<file path="src/polled_quadrature_tuning_knob_unit_defines.svh">
// Assertion helpers for the tuning knob unit.
`ifndef POLLED_QUADRATURE_TUNING_KNOB_UNIT_DEFINES_SVH
`define POLLED_QUADRATURE_TUNING_KNOB_UNIT_DEFINES_SVH

// Consequent must hold in the cycle after the antecedent.
`define PQTK_ASSERT_NEXT(label, clk, rst_n, ante, cons, msg) \
    label: assert property (@(posedge clk) disable iff (!(rst_n)) (ante) |=> (cons)) \
        else $error(msg);

// Consequent must hold in the same cycle as the antecedent.
`define PQTK_ASSERT_SAME(label, clk, rst_n, ante, cons, msg) \
    label: assert property (@(posedge clk) disable iff (!(rst_n)) (ante) |-> (cons)) \
        else $error(msg);

`endif

</file>
<file path="src/pqtk_pkg.sv">
package pqtk_pkg;

    // field widths
    localparam int STEP_SIZE_W = 14;
    localparam int TIMER_W     = 16;
    localparam int TRIGGER_W   = 8;
    localparam int GAIN_W      = 7;
    localparam int MAG_W       = STEP_SIZE_W + GAIN_W;
    localparam int DELTA_W     = 22;
    localparam int FREQ_W      = 32;
    localparam int DIR_W       = 2;
    localparam int CFG_IDX_W   = 3;
    localparam int CFG_DATA_W  = 16;

    // register indexes
    localparam logic [CFG_IDX_W-1:0] REG_STEP_SIZE      = 3'd0;
    localparam logic [CFG_IDX_W-1:0] REG_FAST_THRESHOLD = 3'd1;
    localparam logic [CFG_IDX_W-1:0] REG_FAST_TRIGGER   = 3'd2;
    localparam logic [CFG_IDX_W-1:0] REG_FAST_GAIN      = 3'd3;
    localparam logic [CFG_IDX_W-1:0] REG_REVERSE_DIR    = 3'd4;
    localparam logic [CFG_IDX_W-1:0] REG_ACCEL_ENABLE   = 3'd5;
    localparam logic [CFG_IDX_W-1:0] REG_DIR_SENSE      = 3'd6;

    // register reset values
    localparam logic [STEP_SIZE_W-1:0] RST_STEP_SIZE      = 14'd8388;
    localparam logic [TIMER_W-1:0]     RST_FAST_THRESHOLD = 16'd3000;
    localparam logic [TRIGGER_W-1:0]   RST_FAST_TRIGGER   = 8'd10;
    localparam logic [GAIN_W-1:0]      RST_FAST_GAIN      = 7'd10;

    // direction codes
    localparam logic [DIR_W-1:0] DIR_NONE = 2'd0;
    localparam logic [DIR_W-1:0] DIR_UP   = 2'd1;
    localparam logic [DIR_W-1:0] DIR_DOWN = 2'd3;

    localparam logic [TRIGGER_W-1:0] COUNT_MAX = '1;

    typedef struct packed {
        logic [STEP_SIZE_W-1:0] step_size;
        logic [TIMER_W-1:0]     fast_threshold;
        logic [TRIGGER_W-1:0]   fast_trigger;
        logic [GAIN_W-1:0]      fast_gain;
        logic                   reverse_dir;
        logic                   accel_enable;
        logic                   dir_sense_enable;
    } t_cfg;

    typedef struct packed {
        logic               phase_a;
        logic               phase_b;
        logic [TIMER_W-1:0] timer_now;
    } t_item;

    typedef struct packed {
        logic signed [DELTA_W-1:0] freq_delta;
        logic [FREQ_W-1:0]         frequency;
        logic                      freq_changed;
        logic                      fast_mode;
    } t_result;

endpackage

</file>
<file path="src/pqtk_cfg_regs.sv">
module pqtk_cfg_regs (
    input  logic                                i_clk,
    input  logic                                i_rst_n,
    input  logic                                i_cfg_valid,
    input  logic [pqtk_pkg::CFG_IDX_W-1:0]      i_cfg_index,
    input  logic [pqtk_pkg::CFG_DATA_W-1:0]     i_cfg_wdata,
    output pqtk_pkg::t_cfg                      o_cfg
);
    import pqtk_pkg::*;

    t_cfg r_cfg;

    // register file, writes masked to each register's width
    always_ff @(posedge i_clk) begin
        if (!i_rst_n) begin
            r_cfg.step_size        <= RST_STEP_SIZE;
            r_cfg.fast_threshold   <= RST_FAST_THRESHOLD;
            r_cfg.fast_trigger     <= RST_FAST_TRIGGER;
            r_cfg.fast_gain        <= RST_FAST_GAIN;
            r_cfg.reverse_dir      <= 1'b0;
            r_cfg.accel_enable     <= 1'b1;
            r_cfg.dir_sense_enable <= 1'b1;
        end else if (i_cfg_valid) begin
            unique case (i_cfg_index)
                REG_STEP_SIZE:      r_cfg.step_size      <= i_cfg_wdata[STEP_SIZE_W-1:0];
                REG_FAST_THRESHOLD: r_cfg.fast_threshold <= i_cfg_wdata[TIMER_W-1:0];
                REG_FAST_TRIGGER:   r_cfg.fast_trigger   <= i_cfg_wdata[TRIGGER_W-1:0];
                REG_FAST_GAIN:      r_cfg.fast_gain      <= i_cfg_wdata[GAIN_W-1:0];
                REG_REVERSE_DIR:    r_cfg.reverse_dir    <= i_cfg_wdata[0];
                REG_ACCEL_ENABLE:   r_cfg.accel_enable   <= i_cfg_wdata[0];
                REG_DIR_SENSE:      r_cfg.dir_sense_enable <= i_cfg_wdata[0];
                default: ;
            endcase
        end
    end

    assign o_cfg = r_cfg;

endmodule

</file>
<file path="src/pqtk_core.sv">
`include "polled_quadrature_tuning_knob_unit_defines.svh"

module pqtk_core (
    input  logic              i_clk,
    input  logic              i_rst_n,
    input  logic              i_en,
    input  pqtk_pkg::t_item   i_item,
    input  pqtk_pkg::t_cfg    i_cfg,
    output pqtk_pkg::t_result o_result
);
    import pqtk_pkg::*;

    // knob state
    logic                 r_prev_a, r_prev_b;
    logic [TIMER_W-1:0]   r_last_step_time;
    logic [TRIGGER_W-1:0] r_fast_count;
    logic [DIR_W-1:0]     r_last_direction;
    logic                 r_fast_flag;
    logic                 r_reversal_pending;
    logic [FREQ_W-1:0]    r_freq_accum;

    logic                 n_prev_a, n_prev_b;
    logic [TRIGGER_W-1:0] n_fast_count;
    logic [DIR_W-1:0]     n_last_direction;
    logic                 n_fast_flag;
    logic                 n_reversal_pending;
    logic [FREQ_W-1:0]    n_freq_accum;

    logic                 a_chg, b_chg, step, up, do_step, do_accel;
    logic                 rollover, fast_step;
    logic [TIMER_W-1:0]   elapsed;
    logic [DIR_W-1:0]     dcode;
    logic [GAIN_W-1:0]    mult;
    logic [MAG_W-1:0]     mag;
    logic                 neg;
    logic [DELTA_W-1:0]   delta;

    // step decode: exactly one phase changed
    always_comb begin
        a_chg    = i_item.phase_a != r_prev_a;
        b_chg    = i_item.phase_b != r_prev_b;
        step     = a_chg ^ b_chg;
        up       = a_chg ? (i_item.phase_a != r_prev_b) : (r_prev_a == i_item.phase_b);
        do_step  = i_en && step;
        do_accel = do_step && i_cfg.accel_enable;
        n_prev_a = (do_step && a_chg) ? i_item.phase_a : r_prev_a;
        n_prev_b = (do_step && b_chg) ? i_item.phase_b : r_prev_b;
    end

    // step timing and fast count (saturating, held across timer rollover)
    always_comb begin
        rollover  = r_last_step_time > i_item.timer_now;
        elapsed   = i_item.timer_now - r_last_step_time;
        fast_step = elapsed <= i_cfg.fast_threshold;
        priority if (rollover) begin
            n_fast_count = r_fast_count;
        end else if (fast_step) begin
            n_fast_count = (r_fast_count == COUNT_MAX) ? r_fast_count
                                                       : r_fast_count + 1'b1;
        end else begin
            n_fast_count = '0;
        end
    end

    // fast mode entry and reversal sense
    always_comb begin
        dcode              = up ? DIR_UP : DIR_DOWN;
        n_fast_flag        = r_fast_flag || (n_fast_count > i_cfg.fast_trigger);
        n_reversal_pending = r_reversal_pending;
        n_last_direction   = r_last_direction;
        if (i_cfg.dir_sense_enable) begin
            n_last_direction = dcode;
            if (r_last_direction != dcode) begin
                n_reversal_pending = !r_reversal_pending;
            end else if (r_reversal_pending) begin
                n_fast_flag        = 1'b0;
                n_reversal_pending = 1'b0;
            end
        end
    end

    // scaled, signed step and frequency update
    always_comb begin
        mult  = (i_cfg.accel_enable && n_fast_flag) ? i_cfg.fast_gain : GAIN_W'(1);
        mag   = MAG_W'(mult) * MAG_W'(i_cfg.step_size);
        neg   = up ? i_cfg.reverse_dir : !i_cfg.reverse_dir;
        delta = neg ? (DELTA_W'(0) - DELTA_W'(mag)) : DELTA_W'(mag);
        n_freq_accum = r_freq_accum + {{(FREQ_W-DELTA_W){delta[DELTA_W-1]}}, delta};
    end

    // state registers
    always_ff @(posedge i_clk) begin
        if (!i_rst_n) begin
            r_prev_a           <= 1'b0;
            r_prev_b           <= 1'b0;
            r_last_step_time   <= '0;
            r_fast_count       <= '0;
            r_last_direction   <= DIR_NONE;
            r_fast_flag        <= 1'b0;
            r_reversal_pending <= 1'b0;
            r_freq_accum       <= '0;
        end else begin
            r_prev_a <= n_prev_a;
            r_prev_b <= n_prev_b;
            if (do_step) begin
                r_freq_accum <= n_freq_accum;
            end
            if (do_accel) begin
                r_last_step_time   <= i_item.timer_now;
                r_fast_count       <= n_fast_count;
                r_last_direction   <= n_last_direction;
                r_fast_flag        <= n_fast_flag;
                r_reversal_pending <= n_reversal_pending;
            end
        end
    end

    // result of this poll, as it stands after the update
    always_comb begin
        o_result.freq_delta   = step ? delta : '0;
        o_result.frequency    = step ? n_freq_accum : r_freq_accum;
        o_result.freq_changed = step;
        o_result.fast_mode    = (do_accel ? n_fast_flag : r_fast_flag) && i_cfg.accel_enable;
    end

    `PQTK_ASSERT_NEXT(a_accum_hold, i_clk, i_rst_n, !do_step, $stable(r_freq_accum), "frequency moved without a step")
    `PQTK_ASSERT_NEXT(a_phase_hold, i_clk, i_rst_n, !do_step, $stable({r_prev_a, r_prev_b}), "phases stored without a step")
    `PQTK_ASSERT_SAME(a_flag_rise, i_clk, i_rst_n, $rose(r_fast_flag), $past(do_accel), "fast mode entered without an accelerated step")
    `PQTK_ASSERT_NEXT(a_count_sat, i_clk, i_rst_n, do_accel && (r_fast_count == COUNT_MAX) && !rollover && fast_step, r_fast_count == COUNT_MAX, "fast count wrapped")

endmodule

</file>
<file path="src/polled_quadrature_tuning_knob_unit.sv">
// Polled quadrature tuning knob: each accepted poll carries the encoder phase levels and a
// free-running timer value and gives exactly one result with the signed frequency change,
// the accumulated 32-bit frequency, a changed flag and the fast-mode flag. A poll is taken
// every cycle unless the poll channel stalls. After acceptance it sits in the input
// register, and the combinational knob update (phase decode, fast-step timing, gain
// multiply and accumulate) loads the output register once that register is free or being
// emptied. Throughput is one poll per cycle while the result channel does not stall; the
// knob state feedback closes within the update. The output register lets a new poll be
// taken while an earlier result still waits; with both registers full and the result
// stalled, the poll channel stalls. Configuration writes are taken at once (ready is
// always high) and must only be made while the unit is idle.
module polled_quadrature_tuning_knob_unit (
    input  logic                                  i_clk,
    input  logic                                  i_rst_n,
    // poll channel
    input  logic                                  i_valid,
    output logic                                  o_stall,
    input  logic                                  i_phase_a,
    input  logic                                  i_phase_b,
    input  logic [pqtk_pkg::TIMER_W-1:0]          i_timer_now,
    // result channel
    output logic                                  o_valid,
    input  logic                                  i_stall,
    output logic signed [pqtk_pkg::DELTA_W-1:0]   o_freq_delta,
    output logic [pqtk_pkg::FREQ_W-1:0]           o_frequency,
    output logic                                  o_freq_changed,
    output logic                                  o_fast_mode,
    // configuration write channel
    input  logic                                  i_cfg_valid,
    output logic                                  o_cfg_ready,
    input  logic [pqtk_pkg::CFG_IDX_W-1:0]        i_cfg_index,
    input  logic [pqtk_pkg::CFG_DATA_W-1:0]       i_cfg_wdata
);
    import pqtk_pkg::*;

    t_cfg    cfg;
    t_item   r_in_item;
    logic    r_in_valid;
    t_result core_result;
    t_result r_out;
    logic    r_out_valid;
    logic    out_free, advance, in_xfer;

    assign o_cfg_ready = 1'b1;

    pqtk_cfg_regs u_cfg_regs (
        .i_clk       (i_clk),
        .i_rst_n     (i_rst_n),
        .i_cfg_valid (i_cfg_valid && o_cfg_ready),
        .i_cfg_index (i_cfg_index),
        .i_cfg_wdata (i_cfg_wdata),
        .o_cfg       (cfg)
    );

    // handshake: the poll moves on when the output register is free or being emptied
    assign out_free = !r_out_valid || !i_stall;
    assign advance  = r_in_valid && out_free;
    assign o_stall  = r_in_valid && !out_free;
    assign in_xfer  = i_valid && !o_stall;

    // input register
    always_ff @(posedge i_clk) begin
        if (!i_rst_n) begin
            r_in_valid <= 1'b0;
        end else if (in_xfer) begin
            r_in_valid <= 1'b1;
        end else if (advance) begin
            r_in_valid <= 1'b0;
        end
    end

    always_ff @(posedge i_clk) begin
        if (in_xfer) begin
            r_in_item.phase_a   <= i_phase_a;
            r_in_item.phase_b   <= i_phase_b;
            r_in_item.timer_now <= i_timer_now;
        end
    end

    pqtk_core u_core (
        .i_clk    (i_clk),
        .i_rst_n  (i_rst_n),
        .i_en     (advance),
        .i_item   (r_in_item),
        .i_cfg    (cfg),
        .o_result (core_result)
    );

    // result register
    always_ff @(posedge i_clk) begin
        if (!i_rst_n) begin
            r_out_valid <= 1'b0;
        end else if (advance) begin
            r_out_valid <= 1'b1;
        end else if (!i_stall) begin
            r_out_valid <= 1'b0;
        end
    end

    always_ff @(posedge i_clk) begin
        if (advance) begin
            r_out <= core_result;
        end
    end

    assign o_valid        = r_out_valid;
    assign o_freq_delta   = r_out.freq_delta;
    assign o_frequency    = r_out.frequency;
    assign o_freq_changed = r_out.freq_changed;
    assign o_fast_mode    = r_out.fast_mode;

endmodule

</file>
<file path="config.mk">
export PLATFORM = sky130hd
export DESIGN_NAME = polled_quadrature_tuning_knob_unit
export DESIGN_NICKNAME = d
export VERILOG_FILES = /design/src/pqtk_pkg.sv /design/src/pqtk_cfg_regs.sv /design/src/pqtk_core.sv /design/src/polled_quadrature_tuning_knob_unit.sv
export VERILOG_INCLUDE_DIRS = /design/src /design/src/src
export SDC_FILE = /design/constraint.sdc
export NUM_CORES = 1
export LEC_CHECK = 0
export ABC_AREA = 0
export BUFFER_PORTS_ARGS = -buffer_cell sky130_fd_sc_hd__buf_2
export CAP_MARGIN = 20
export CORE_MARGIN = 3
export CORE_UTILIZATION = 25
export DETAILED_ROUTE_END_ITERATION = 8
export GPL_TIMING_DRIVEN = 0
export PLACE_DENSITY = 0.37
export SLEW_MARGIN = 0
export SYNTH_ARGS = -nofsm -noshare
export SYNTH_HDL_FRONTEND = slang
export SYNTH_HIERARCHICAL = 1
export SYNTH_SLANG_ARGS = --single-unit
</file>
<file path="constraint.sdc">
create_clock -name i_clk -period 21.3 [get_ports i_clk]
set_input_delay 4.26 -clock i_clk [delete_from_list [all_inputs] [get_ports i_clk]]
set_output_delay 4.26 -clock i_clk [all_outputs]
set_load 0.01 [all_outputs]
</file>
-- Yosys cells after proc, flatten, opt, wreduce, memory -nomap -nowiden
Index checks and enable logic that the tools add are counted.
- bits in registers: 186
- RAM bits: 0
- memories: 0
- bits in read-only memories: 0
- input port bits: 42
- latch bits: 0
- divide/modulo/power cells: 0
- add/subtract/negate cells: 4
- reduce and logical (&&, ||, !) cells: 27
- multiply operators: 1
- $lt $le $gt $ge: 3
- muxes and demuxes: 18
- shifts and indexed selects: 0
- equality and inequality tests: 13
- bitwise logic cells: 1
- operators with widths (kind ; number):
    $add 32x32->32 ; 1
    $mux 32 ; 1
    $mux 8 ; 3
    $mux 22 ; 1
    $sub 1x21->22 const A ; 1
    $mul 7x14->21 ; 1
    $gt 16x16->1 ; 1
    $le 16x16->1 ; 1
    $reduce_and 2->1 ; 8
    $sub 16x16->16 ; 1
    $mux 1 ; 11
    $eq 3x3->1 const B ; 3
    $logic_and 1x1->1 ; 9
    $add 8x1->8 const B ; 1
    $eq 8x8->1 const B ; 1
    $gt 8x8->1 ; 1
    $mux 7 ; 1
    $eq 3x2->1 const B ; 2
    $logic_not 1->1 ; 6
    $eq 3x1->1 const B ; 1
    $logic_not 3->1 ; 1
    $ne 1x1->1 ; 3
    $logic_or 1x1->1 ; 2
    $mux 2 ; 1
    other kinds (5) ; 5

-- Logic depth before layout (Yosys ltp)
Gate-level depths: netlist of the first run.
- word-level depth: 16
- depth in mapped cells: 59
- depth with buffers taken out: 57

-- Cells and area by module
The synthesis of the first run kept the hierarchy.
- modules (own cells, without submodules) (module ; area an instance (um^2) ; cells each ; times used):
    pqtk_core ; 9849.4 ; 1327 ; 1
    polled_quadrature_tuning_knob_unit ; 2317.2 ; 84 ; 1
    pqtk_cfg_regs ; 1955.6 ; 194 ; 1

-- Worst setup path after synthesis of the first run
Ideal clock, no wire load.
- kind: flip-flop to flip-flop
- start point: reg r_in_item[1] in the netlist's numbering
- end point: reg r_out, in the netlist o_frequency[31] (data pin)
- setup time: 0.262 ns
- data required time: 21.038 ns
- arrival time: 11.876 ns
- cell stages (with the launch flop): 54
- clock period less this slack: 12.139 ns
- slack: 9.161 ns
- cells stage by stage: edfxtp_1 > ha_1 > nor2b_1 > o21ai_0 > a21boi_0 > o21ai_0 > a21boi_0 > o2111ai_1 > nand3_1 > a31o_2 > a21oi_1 > xnor2_1 > ha_1 > a21o_1 > a21o_1 > a211oi_1 > a22o_1 > clkbuf_1 > [18 not listed] > o21a_1 > o21ai_0 > nor2_1 > a2111oi_0 > o311ai_1 > nand2b_1 > o21ai_0 > xnor2_1 > ha_1 > a2111o_1 > or4b_1 > o21ai_1 > o22ai_1 > o31ai_1 > nor3_1 > a41oi_1 > a21oi_1 > xor2_1
- RTL lines (what ; line ; source):
    start: declaration ; polled_quadrature_tuning_knob_unit.sv:37 ; t_item r_in_item;
    end signal: assignment ; polled_quadrature_tuning_knob_unit.sv:102 ; r_out <= core_result;
    end: declaration ; polled_quadrature_tuning_knob_unit.sv:40 ; t_result r_out;

==> metrics.md, run 1 <==
| Metric | Value |
|---|---|
| Cell Count, Final, Fillers Out | `2488` |
| Synth Flop Type | `dfxtp_1` |
| Mapped Nets | `1811` |
| Synth area leader | `dfxtp_1` |
| Post-synthesis xor/xnor area fraction | `5.201%` |
| Startpoint types | `flop` |
| H-tree levels | `4` |
| Setup CP Type | `flop to flop` |
| Worst endpoint required time | `21.50 ns` |
| Input/output buffers | `99` |
| Total gr overflow | `0` |
| Setup tns final | `0 ns` |
| Gpl congestion | `0.8186` |
| RR Startpoint | `r_in_item[1]` |
| Maximum fanout along the worst path | `10` |
| Die ar. | `59380 sq um` |
| Final period utilization | `69.20%` |
| Arr. time, crit path | `14.94 ns` |
| CTS tree | `yes` |
| Slowest cell on crit path | `o31ai_1` |
| Via Count | `11530` |
| Final antenna diode count | `0` |
| Max Cap Violations | `0` |
| Layout Nets | `1933` |
| Top-count cell post-synth | `nand2_1` |
| Initial Utilization | `25.43%` |
| Core Rows | `86` |
| Initial antenna violation count | `0` |
| Share of cells above drive strength 1 | `9.828%` |
| R2r setup slk | `6.56 ns` |
| Ys Warns | `6` |
| Final Max Tran Viols | `0` |
| Clock skew | `0.01545 ns` |
| Clk Tree Root Cell | `clkbuf_16` |
| Vias per cell | `4.635` |
| Num CTS Buffers | `17` |
| Largest net degree at the start of global routing | `26` |
| Hold Buf Count CTS | `0` |
| Top-area cell type share of the netlist area | `15.88%` |
| Peak VDD IR | `0.05727 mV` |
| DR WL/cell | `17.24 um` |
| Core Area | `55520 sq um` |
| Number of setup buffers added after CTS | `0` |
| Io pins | `101` |
| Cells after synthesis | `1605` |
| Post-DRT Antenna Nets | `0` |
| PD cells | `59.67 nW/um^2` |
| Placed Cells incl. Taps | `2456` |
| Maximum clock frequency | `67.85 MHz` |
| Leakage power | `0.007063 uW` |
| Setup violators final | `0` |
| Die Y | `243.7 um` |
| Drc violations | `0` |
| Worst r2r dst | `o_frequency[31]` |
| Syn avg cell area | `8.799 sq um` |
| Routed WL | `42890 um` |
| Ys async rst share | `0%` |
| Post-cts sizing count | `0` |
| Outcome | `completed` |
| Hold_ws | `0.4539 ns` |
| Tmin final | `14.74 ns` |
| Max Root-Sink Buffers | `2` |
| Reg2reg path depth | `53` |
| Sequential share of the synthesized area | `31.61%` |
| Largest family of logic cells by synthesized area | `simple AND/OR/NAND/NOR gates` |
| DP Wirelength | `34290 um` |
| Fin area | `16260 sq um` |
| End of the critical path | `o_frequency[31]` |
| GRT Total Usage | `14.50%` |
| Synthesis-stage register bit count | `186` |
| Clock sink count | `186` |
| Drt first pass iters | `5` |
| Synth cell types | `84` |
| Final Hold Fails | `0` |
| Die Wd | `243.7 um` |
| Worst-margin pin slew | `0.9996 ns` |
| CP endpoint kind | `flop` |
| 1st-iter DRT viols | `605` |
| Mapped Area | `14120 sq um` |
| Cell area after placement | `15640 sq um` |
| Vias in the first global route | `11740` |
| Critical Path Start | `r_in_item[1]` |
| CTS clk-pin slew, worst paths | `0.07 ns` |
| Layout area overhead | `15.12%` |
| Slowest stage delay, CP | `0.87 ns` |
| Worst-skew pair later-pin latency | `0.46 ns` |
| Simple-Gate Fraction of Synth Area | `21.10%` |
| Synth area leaders | `dfxtp_1 (16%), edfxtp_1 (16%), ha_1 (9.1%)` |
| Mux cell area share after synthesis | `4.554%` |
| Synth Area in Compound Gates | `14.10%` |
| Worst min path class | `flop to flop` |
| Global-route wire length before repair | `67610 um` |
| EDFF count, synth | `74` |
| RSZ-0062 raised after global routing | `no` |
| Synth cell count leaders | `nand2_1 (212), inv_1 (122), a21oi_1 (117), dfxtp_1 (112), ha_1 (103)` |
| Adder-cell share of the synthesized area | `17.77%` |
| Rel. slew slack | `32.79%` |
where the power goes:
part	internal (uW)	total, uW	leakage, uW	switching, uW
clock network	188	344	0.000300	155
logic	80.8	219	0.00514	138
registers	396	408	0.00162	12.3
total	664	970	0.00706	306
area by class of cell:
cell class | count | area [sq um]
fillers | 6005 | 39270
multi-input cells | 1221 | 8876
flip-flops and latches | 186 | 4464
well taps | 748 | 935.9
repair buffers | 103 | 565.5
inverters | 123 | 461.7
clock buffers | 18 | 429.2
plain buffers | 75 | 334.1
clock inverters | 14 | 191.4
worst min-delay path by stage:
| stage | from | to | slack [ns] | cells past startpoint |
|---|---|---|---|---|
| 2_1_floorplan | u_cfg_regs/o_cfg[12] | u_cfg_regs/o_cfg[12] | 0.43 | 2 |
| 3_3_place_gp | u_core/r_last_step_time[9] | u_core/r_last_step_time[9] | 0.44 | 2 |
| 3_5_place_dp | u_core/r_last_step_time[10] | u_core/r_last_step_time[10] | 0.45 | 2 |
| 4_1_cts | u_core/r_last_step_time[10] | u_core/r_last_step_time[10] | 0.46 | 2 |
| 5_1_grt | u_cfg_regs/o_cfg[16] | u_cfg_regs/o_cfg[16] | 0.47 | 2 |
| 6_report | u_core/r_last_step_time[10] | u_core/r_last_step_time[10] | 0.45 | 2 |
state kept, by name, summed over array words and instances (netlist names), 2 cells and up:
name and count:
u_cfg_regs/o_cfg 48, o_frequency 32, u_core/r_freq_accum 32, o_freq_delta 22, r_in_item 18, u_core/r_last_step_time 16
u_core/r_fast_count 8, u_core/r_last_direction 2
layer usage:
metal	vias to the layer above	track usage, %	wire length [um]
li1	5818	-	-
met1	5488	19.41	20550
met2	198	24.43	20240
met3	27	2.333	1332
met4	0	3.494	760
met5	-	0	0
cell usage in the layout (no fill, tap or decap), drive strengths merged, types with 20 or more instances in the layout:
master / instances
and2: 46
nor2: 96
buf: 127
nor3: 31
a21oi: 117
xor2: 42
ha: 103
xnor2: 41
fa: 61
and3: 73
dfxtp: 112
inv: 127
o21a: 20
nand2: 214
edfxtp: 74
o21ai: 70
clkbuf: 69
nand3: 31
nor2b: 39
mux2i: 62
through the flow:
step	total power (uW)	setup slack, ns	utilization, %
final	970.1	6.561	29.28
after global routing	1027	5.513	29.28
after CTS	989.7	6.500	29.28
after detailed placement	637.8	6.580	28.16
after global placement	636.4	6.625	28.01
after floorplan	561.3	9.161	-
worst max-delay path, delay by kind of cell, from the launching register on:
kind            cells  cell delay [ns]
xor+xnor            3             0.57
flops               1             0.43
buf+inv             4             1.24
simple gates       11             2.08
compound gates     26             6.60
fa+ha+maj           9             3.54
cells by family (layout without fill, tap and decap cells):
group                      count (synthesis)  in the layout
and+or+nand+nor                          595            595
xor gates and xnor gates                  83             83
adders and majority gates                164            164
DFF                                      186            186
buffers and inverters                    198            333
AOI/OAI and AO/OA                        314            314
other                                      1              1
muxes                                     64             64
Power figures use the tool's default switching activity.
==> run 2: changes to the inputs <==
Settings changed: ABC_AREA 0 to 1.
Clock period 21.3 ns to 14.4 ns, I/O delays scaled along.
==> metrics.md, run 2 <==
| Metric | Value |
|---|---|
| Outcome | `completed (unchanged)` |
| Setup tns final | `0 ns (unchanged)` |
| Maximum fanout along the worst path | `10 (unchanged)` |
| CP endpoint kind | `flop (unchanged)` |
| Arr. time, crit path | `12.75 ns (was 14.94 ns)` |
| Number of setup buffers added after CTS | `0 (unchanged)` |
| Combinational power share | `43.3% (was 22.6%)` |
| Startpoint types | `flop (unchanged)` |
| Maximum clock frequency | `79.48 MHz (was 67.85 MHz)` |
| Vias in the first global route | `12190 (was 11740)` |
| Largest net degree at the start of global routing | `30 (was 26)` |
| Grt met2 use | `23.16% (was 24.43%)` |
| Post-DRT Antenna Nets | `0 (unchanged)` |
| Most Used Layer, Global Route | `met2 (unchanged)` |
| CTS clk-pin slew, worst paths | `0.07 ns (about the same)` |
| Routed WL | `42340 um (was 42890 um)` |
| Synth cell count leaders | `nand2_1 (392), inv_1 (354), nor2_1 (200), a21oi_1 (130), nand3_1 (115) (was nand2_1 (212), inv_1 (122), a21oi_1 (117), dfxtp_1 (112), ha_1 (103))` |
| Largest register FFs | `48 (unchanged)` |
| Setup violators final | `0 (unchanged)` |
| Clock share of power | `24.6% (was 35.4%)` |
| Switching Share | `41.36% (was 31.50%)` |
| Mapped Area | `14290 sq um (was 14120 sq um)` |
| Synth area leaders | `dfxtp_1 (16%), edfxtp_1 (16%), nand2_1 (10%) (was dfxtp_1 (16%), edfxtp_1 (16%), ha_1 (9.1%))` |
| Worst min path class | `flop to flop (unchanged)` |
| Rel. slew slack | `46.79% (was 32.79%)` |
| Input/output buffers | `99 (unchanged)` |
| Post-cts sizing count | `0 (unchanged)` |
| Mapped Nets | `2139 (was 1811)` |
| Die Y | `245.1 um (was 243.7 um)` |
| EDFF count, synth | `74 (unchanged)` |
| Worst endpoint required time | `14.57 ns (was 21.50 ns)` |
| Final Hold Fails | `0 (unchanged)` |
| Die Wd | `245.1 um (was 243.7 um)` |
| CTS tree | `yes (unchanged)` |
| DP Wirelength | `34700 um (was 34290 um)` |
| Worst-margin pin slew | `0.7964 ns (was 0.9996 ns)` |
| Layout area overhead | `14.46% (was 15.12%)` |
| Initial antenna violation count | `0 (unchanged)` |
| Sw power | `811.5 uW (was 305.6 uW)` |
| Cell mode on critical path | `nand2_1` |
| Leakage power | `0.008059 uW (was 0.007063 uW)` |
| Final period utilization | `87.37% (was 69.20%)` |
| Final Max Tran Viols | `0 (unchanged)` |
| Final antenna diode count | `0 (unchanged)` |
| Clock skew | `0.01312 ns (was 0.01545 ns)` |
| Tmin final | `12.58 ns (was 14.74 ns)` |
| Hold Buf Count CTS | `0 (unchanged)` |
| Ys Warns | `6 (unchanged)` |
| PD cells | `120.0 nW/um^2 (was 59.67 nW/um^2)` |
| Most common cell after layout, fill and taps aside | `nand2_1 (unchanged)` |
| Slowest cell on crit path | `fa_1 (was o31ai_1)` |
| Seq pwr share | `32.1% (was 42.0%)` |
| # fillers | `6200 (was 6005)` |
| Clk Tree Root Cell | `clkbuf_16 (unchanged)` |
| Synth cell types | `51 (was 84)` |
| Total gr overflow | `0 (unchanged)` |
| Met1 Usage GRT | `19.82% (was 19.41%)` |
| Gpl congestion | `0.8248 (was 0.8186)` |
| Worst-skew pair later-pin latency | `0.47 ns (was 0.46 ns)` |
| Peak VDD IR | `0.09298 mV (was 0.05727 mV)` |
| Commonest non-fill, non-tap cells in the layout | `nand2_1 (392), inv_1 (354), nor2_1 (200), a21oi_1 (129), nand3_1 (115) (was nand2_1 (212), inv_1 (122), a21oi_1 (117), dfxtp_1 (112), buf_2 (111))` |
| Via Count | `12220 (was 11530)` |
| Core Area | `55850 sq um (was 55520 sq um)` |
| Die ar. | `60050 sq um (was 59380 sq um)` |
| Clock sink count | `186 (unchanged)` |
| Setup CP Type | `flop to flop (unchanged)` |
| Drt first pass iters | `7 (was 5)` |
| Syn avg cell area | `7.391 sq um (was 8.799 sq um)` |
| Synthesis-stage register bit count | `186 (unchanged)` |
| H-tree levels | `4 (unchanged)` |
| RSZ-0062 raised after global routing | `no (unchanged)` |
| Drc violations | `0 (unchanged)` |
| Io pins | `101 (unchanged)` |
| Setup ws final | `1.819 ns (was 6.561 ns)` |
| Cells after synthesis | `1933 (was 1605)` |
| Vias per cell | `4.343 (was 4.635)` |
| Ys async rst share | `0% (unchanged)` |
| Num CTS Buffers | `17 (unchanged)` |
| Max Cap Violations | `0 (unchanged)` |
| Top-area cell type share of the netlist area | `15.69% (was 15.88%)` |
| Synth Flop Type | `dfxtp_1 (unchanged)` |
| 1st-iter DRT viols | `670 (was 605)` |
| DR WL/cell | `15.04 um (was 17.24 um)` |
| Max Root-Sink Buffers | `2 (unchanged)` |
| Global-route wire length before repair | `67140 um (was 67610 um)` |
| Int Pwr | `1150 uW (was 664.5 uW)` |
| Pre-CTS setup slack | `1.715 ns (was 6.580 ns)` |
| GR Util met3 | `2.644% (was 2.333%)` |
| GRT Total Usage | `14.29% (was 14.50%)` |
| Synth area leader | `dfxtp_1 (unchanged)` |
| Core Rows | `86 (unchanged)` |
| Layout Nets | `2259 (was 1933)` |
| Sequential share of the synthesized area | `31.25% (was 31.61%)` |
| Share of cells above drive strength 1 | `10.79% (was 9.828%)` |
| Top-count cell post-synth | `nand2_1 (unchanged)` |
| Initial Utilization | `25.58% (was 25.43%)` |
| Slowest stage delay, CP | `0.58 ns (was 0.87 ns)` |
## run 2: metal layers
metal  vias to the layer above  wire (um)  part of all wire (%)
met1                      5633      21350                    50
met5                         -          0                     0
li1                       6390          -                     -
met2                       168      19070                    45
met4                         0        508                   1.2
met3                        30       1408                   3.3
## run 2: logic make-up (layout without fill, tap and decap cells)
kind of cell,count (synthesis),after routing,share of synthesized area (%)
compound gates,292,292,11.04
xor+xnor,63,63,3.967
fa+ha+maj,164,164,17.57
buf+inv,417,550,11.30
flops,186,186,31.25
other cells,1,1,0.02625
simple gates,810,810,24.86
## run 2: path summary, 6_finish.rpt
check / startpoint / end / slack (ns) / cells after the start
setup / recovery: r_in_item[2] / o_frequency[29] / 1.82 / 63
hold / removal: u_core/r_last_step_time[4] / u_core/r_last_step_time[4] / 0.46 / 2
setup reg to reg: r_in_item[2] / o_frequency[29] / 1.82 / 63
hold reg to reg: u_core/r_last_step_time[4] / u_core/r_last_step_time[4] / 0.46 / 2
## run 2: layout make-up
cell class	count	area [sq um]	area share (%)
timing repair buffer	101	543.0	3.321
buffer	49	232.7	1.423
sequential	186	4464	27.30
tap	748	935.9	5.723
clock inverter	14	146.4	0.8952
clock buffer	18	429.2	2.625
inverter	368	1381	8.447
multi-input combinational	1330	8219	50.26
## run 2: critical path, delay by kind of cell, from the launching register on
kind | cells | cell delay (ns)
compound gates | 15 | 2.45
xor+xnor | 2 | 0.62
fa+ha+maj | 9 | 3.77
simple gates | 30 | 3.97
buf+inv | 7 | 1.07
flops | 1 | 0.39
## run 2: power groups by stage
stage	registers [uW]	logic (uW)	clock network [uW]
after floorplan	648	608	0
after global placement	645	854	0
after detailed placement	644	858	0
after CTS	631	862	504
after global routing	636	973	521
final	631	849	482
## run 2: through the flow
step | hold WS, ns | utilization (%) | power (uW) | instances | instance area [sq um]
5_1_grt | 0.4713 | 29.28 | 2129 | 2814 | 16350
6_report | 0.4581 | 29.28 | 1962 | 2814 | 16350
2_1_floorplan | 0.4292 | - | 1256 | 1933 | 14290
3_3_place_gp | 0.4484 | 28.14 | 1499 | 2780 | 15720
4_1_cts | 0.4629 | 29.28 | 1998 | 2814 | 16350
3_5_place_dp | 0.4520 | 28.25 | 1502 | 2782 | 15780
